### src/rtl/pfsr_pkg.sv
package pfsr_pkg;

  // default geometry of the ring
  localparam int PFSR_SLOT_COUNT      = 8;
  localparam int PFSR_FRAMES_PER_SLOT = 64;
  localparam int PFSR_FRAME_BYTES     = 4;

  // stream widths
  localparam int IN_DATA_W  = 104;
  localparam int IN_USER_W  = 2;
  localparam int OUT_DATA_W = 152;
  localparam int OUT_USER_W = 3;

  typedef enum logic [1:0] {
    OP_APPEND  = 2'd0,
    OP_FINISH  = 2'd1,
    OP_READ    = 2'd2,
    OP_CONSUME = 2'd3
  } op_t;

  typedef enum logic [2:0] {
    STAT_OK       = 3'd0,
    STAT_FULL     = 3'd1,
    STAT_EMPTY    = 3'd2,
    STAT_OFFSET   = 3'd3,
    STAT_FINAL    = 3'd4,
    STAT_OVERFLOW = 3'd5
  } status_t;

  typedef enum logic [1:0] {
    ST_IDLE,
    ST_EXEC,
    ST_FETCH,
    ST_DONE
  } ctrl_state_t;

  // commands from the controller to the datapath
  typedef struct packed {
    logic capture;
    logic execute;
    logic fetch;
    logic publish;
  } pfsr_cmd_t;

endpackage

### src/rtl/pfsr_ctrl.sv
module pfsr_ctrl
  import pfsr_pkg::*;
(
  input  logic      clk,
  input  logic      rst_n,
  input  logic      in_tvalid,
  output logic      in_tready,
  output logic      out_tvalid,
  input  logic      out_tready,
  output pfsr_cmd_t cmd
);

  ctrl_state_t state_r, state_nxt;
  logic        out_valid_r, out_valid_nxt;

  always_ff @(posedge clk) begin
    if (!rst_n) begin
      state_r     <= ST_IDLE;
      out_valid_r <= 1'b0;
    end else begin
      state_r     <= state_nxt;
      out_valid_r <= out_valid_nxt;
    end
  end

  always_comb begin
    state_nxt     = state_r;
    cmd           = '0;
    out_valid_nxt = out_valid_r && !out_tready;
    case (state_r)
      ST_IDLE: begin
        if (in_tvalid) begin
          cmd.capture = 1'b1;
          state_nxt   = ST_EXEC;
        end
      end
      ST_EXEC: begin
        cmd.execute = 1'b1;
        state_nxt   = ST_FETCH;
      end
      ST_FETCH: begin
        cmd.fetch = 1'b1;
        state_nxt = ST_DONE;
      end
      ST_DONE: begin
        // output register free or being emptied this cycle
        if (!out_valid_r || out_tready) begin
          cmd.publish   = 1'b1;
          out_valid_nxt = 1'b1;
          state_nxt     = ST_IDLE;
        end
      end
      default: state_nxt = ST_IDLE;
    endcase
  end

  assign in_tready  = (state_r == ST_IDLE);
  assign out_tvalid = out_valid_r;

endmodule

### config.mk
export PLATFORM = sky130hd
export DESIGN_NAME = pfsr_ctrl
export DESIGN_NICKNAME = d
export VERILOG_FILES = /design/src/rtl/pfsr_pkg.sv /design/src/rtl/pfsr_ctrl.sv
export SDC_FILE = /design/constraint.sdc
export NUM_CORES = 1
export LEC_CHECK = 0
export BUFFER_PORTS_ARGS = -buffer_cell sky130_fd_sc_hd__buf_2
export CAP_MARGIN = 20
export CORE_AREA = 3 3 40 42
export DETAILED_ROUTE_END_ITERATION = 8
export DIE_AREA = 0 0 43 45
export PLACE_DENSITY = 0.43
export SYNTH_ARGS = -nofsm -noshare
export SYNTH_HDL_FRONTEND = slang
export SYNTH_SLANG_ARGS = --single-unit
### constraint.sdc
create_clock -name clk -period 2.3 [get_ports clk]
set_input_delay 0.23 -clock clk [delete_from_list [all_inputs] [get_ports clk]]
set_output_delay 0.23 -clock clk [all_outputs]
set_load 0.03 [all_outputs]
==> out/results.ini <==
[sta]
fin_ws_ns = 0.838
tns_ns = 0
drv_slew = 0
relSlewSlack = 0.917
rsz0062_at_grt = false
final_hold_viol_count = 0
min_period_over_period = 0.636
tightest_slew_ns = 0.120
finalSetupViolCount = 0
fin_worst_skew_ns = 0.00400
fmax_mhz = 684
fin_crit_ns = 1.46

[global_route]
grt.overflow.total = 0
grt_pass1_wl_microns = 690
grt_max_degree = 5
antenna_found_initial = 0
grt_util_all_layers = 0.0474
grt_pass1_vias = 184

[clocking]
clk_pin_slew_ns = 0.04
cts_made_buffers = 3
cts_tree = built
clk_latency_ns = 0.23
ctsHoldBuffers = 0
cts_max_level = 1
postCtsSetupBuffers = 0
cts_buffer_depth = 2
cts.repair.resized = 0
cts_root_buffer = clkbuf_4
clock-sinks = 3

[final_layout]
register_area_sq_um = 60.1
finalInstanceArea_sq_um = 292
stdcell_count = 49
syn_to_final_growth_pct = 44.7
num_antenna_cells = 0
layout.nets = 43
drive_above_1_share = 0.412
nFillCells = 155
final_core_util = 0.227
multi_input_area_sq_um = 130

[critical_path]
worstReg2RegStart = state_r[0]
max_stage_delay_ns = 0.38
path_max_fanout = 4
worstSetupStartpointType = flip-flop
required_ns = 2.07
worst_path_max_delay_cell = dfxtp_1
r2r_cells = 4
worstReg2RegEnd = state_r[0]
r2r_slack_ns = 1.09
end_kind = output pin
crit_chain = inv_1 > ha_1 > and2_1 > buf_2
crit_path_end = cmd[3]
cp.arrival_ns = 1.23
cp-startpoint = state_r[0]
crit_type = flip-flop to output pin

[logic_synthesis]
netlist.area_leader.share = 0.298
syn-cell-area_sq_um = 201
synthTopCellsByCount = ha_1 (4), dfxtp_1 (3), inv_1 (3)
syn_area_per_cell_sq_um = 9.59
synth_cells = 21
syn_nets = 29
synth_edf_count = 0
synth_top_area_cell = dfxtp_1
synth_ff_type = dfxtp_1
yosysWarnings = 0
seq_area_frac_synth = 0.298
synth_area_leaders = dfxtp_1 (30%), ha_1 (25%), o21a_1 (7.5%), inv_1 (5.6%), mux2i_1 (5.0%)
ys_ff_latch = 3
synthArstFlopShare = 0
yosysUniqueCellTypes = 12
yosysMostFrequentCell = ha_1

[pwr]
power.density_nw_per_um2 = 1470
p_leak_nw = 0.160
peakVddDrop_mv = 0.339

[worst_hold_path]
hold_class = input pin to flip-flop
hold_depth = 2

[placement]
pre_cts_ws_ns = 1.06
portBuffers = 9
place_congestion = 0.602
dp_hpwl_microns = 342
place_area_sq_um = 265
dp.cells = 45

[detailed_routing]
drt_iter0_drc = 1
routed_wl_microns = 386
vias = 179
drc_errors = 0
wl_per_cell_microns = 7.88
drtPass1Iterations = 2
vias_per_cell = 3.65
ant_nets = 0

[run_status]
status = finished, final reports clean

[die]
die_w_microns = 43
rows = 13
core-area_sq_um = 1280
ioPinCount = 10
die_h_microns = 45
die_area_sq_um = 1940
start_util = 0.157

[run]
drv_cap = 0

worst max-delay path: cells and delay by family, from the launching register on:
kind	cells	cell delay, ns
simple gates	1	0.14
fa+ha+maj	1	0.24
buf+inv	2	0.25
flops	1	0.38
stage by stage:
step	hold slack [ns]	power [mW]
floorplan	0.347	0.290
CTS	0.273	0.439
global route	0.289	0.470
finish	0.269	0.428
global placement	0.503	0.346
detailed placement	0.510	0.346
report_power, final:
group / switching (mW) / total, mW / internal [mW]
registers: 0.0209 / 0.0938 / 0.0730
logic: 0.160 / 0.244 / 0.0844
clock network: 0.0250 / 0.0899 / 0.0649
total: 0.206 / 0.428 / 0.222
registers in the layout, summed over array words and instances (netlist names):
register	flops
out_tvalid	1
state_r	2
layout make-up:
cell class                 count  share of cell area
clock buffer                   4              0.0901
inverter                       3              0.0386
multi-input combinational     15               0.446
sequential                     3               0.206
tap                           15              0.0644
timing repair buffer           9               0.155
worst min path at each step:
stage | start | endpoint | slack, ns
5_1_grt | rst_n | out_tvalid | 0.29
2_1_floorplan | rst_n | out_tvalid | 0.35
3_5_place_dp | rst_n | out_tvalid | 0.51
3_3_place_gp | rst_n | out_tvalid | 0.50
6_report | rst_n | out_tvalid | 0.27
4_1_cts | rst_n | out_tvalid | 0.27
layer usage:
layer | global-route usage | vias to the layer above | wire [microns]
li1 | - | 94 | -
met1 | 0.0505 | 81 | 154
met2 | 0.0808 | 4 | 198
met3 | 0.0239 | 0 | 33
met4 | 0.0181 | 0 | 0
met5 | 0 | - | 0
cell families (layout without fill, tap and decap cells):
family          Yosys count  after routing  share of synthesized area
flops                     3              3                      0.298
fa+ha+maj                 4              4                      0.248
buf+inv                   3             16                     0.0559
mux                       1              1                     0.0497
compound gates            4              4                      0.161
simple gates              6              6                      0.186
placed cells by master, fill, tap and decap left out:
master,synthesis,routed
a21oi_2,1,1
and2_1,1,1
and2b_2,1,1
and3b_1,1,1
buf_2,0,9
clkbuf_1,0,1
clkbuf_4,0,3
dfxtp_1,3,3
ha_1,4,4
inv_1,3,3
mux2i_1,1,1
nand2_1,2,2
nor2b_1,1,1
o21a_1,2,2
o31a_1,1,1
Note: power is estimated with default switching activity, not from simulation.
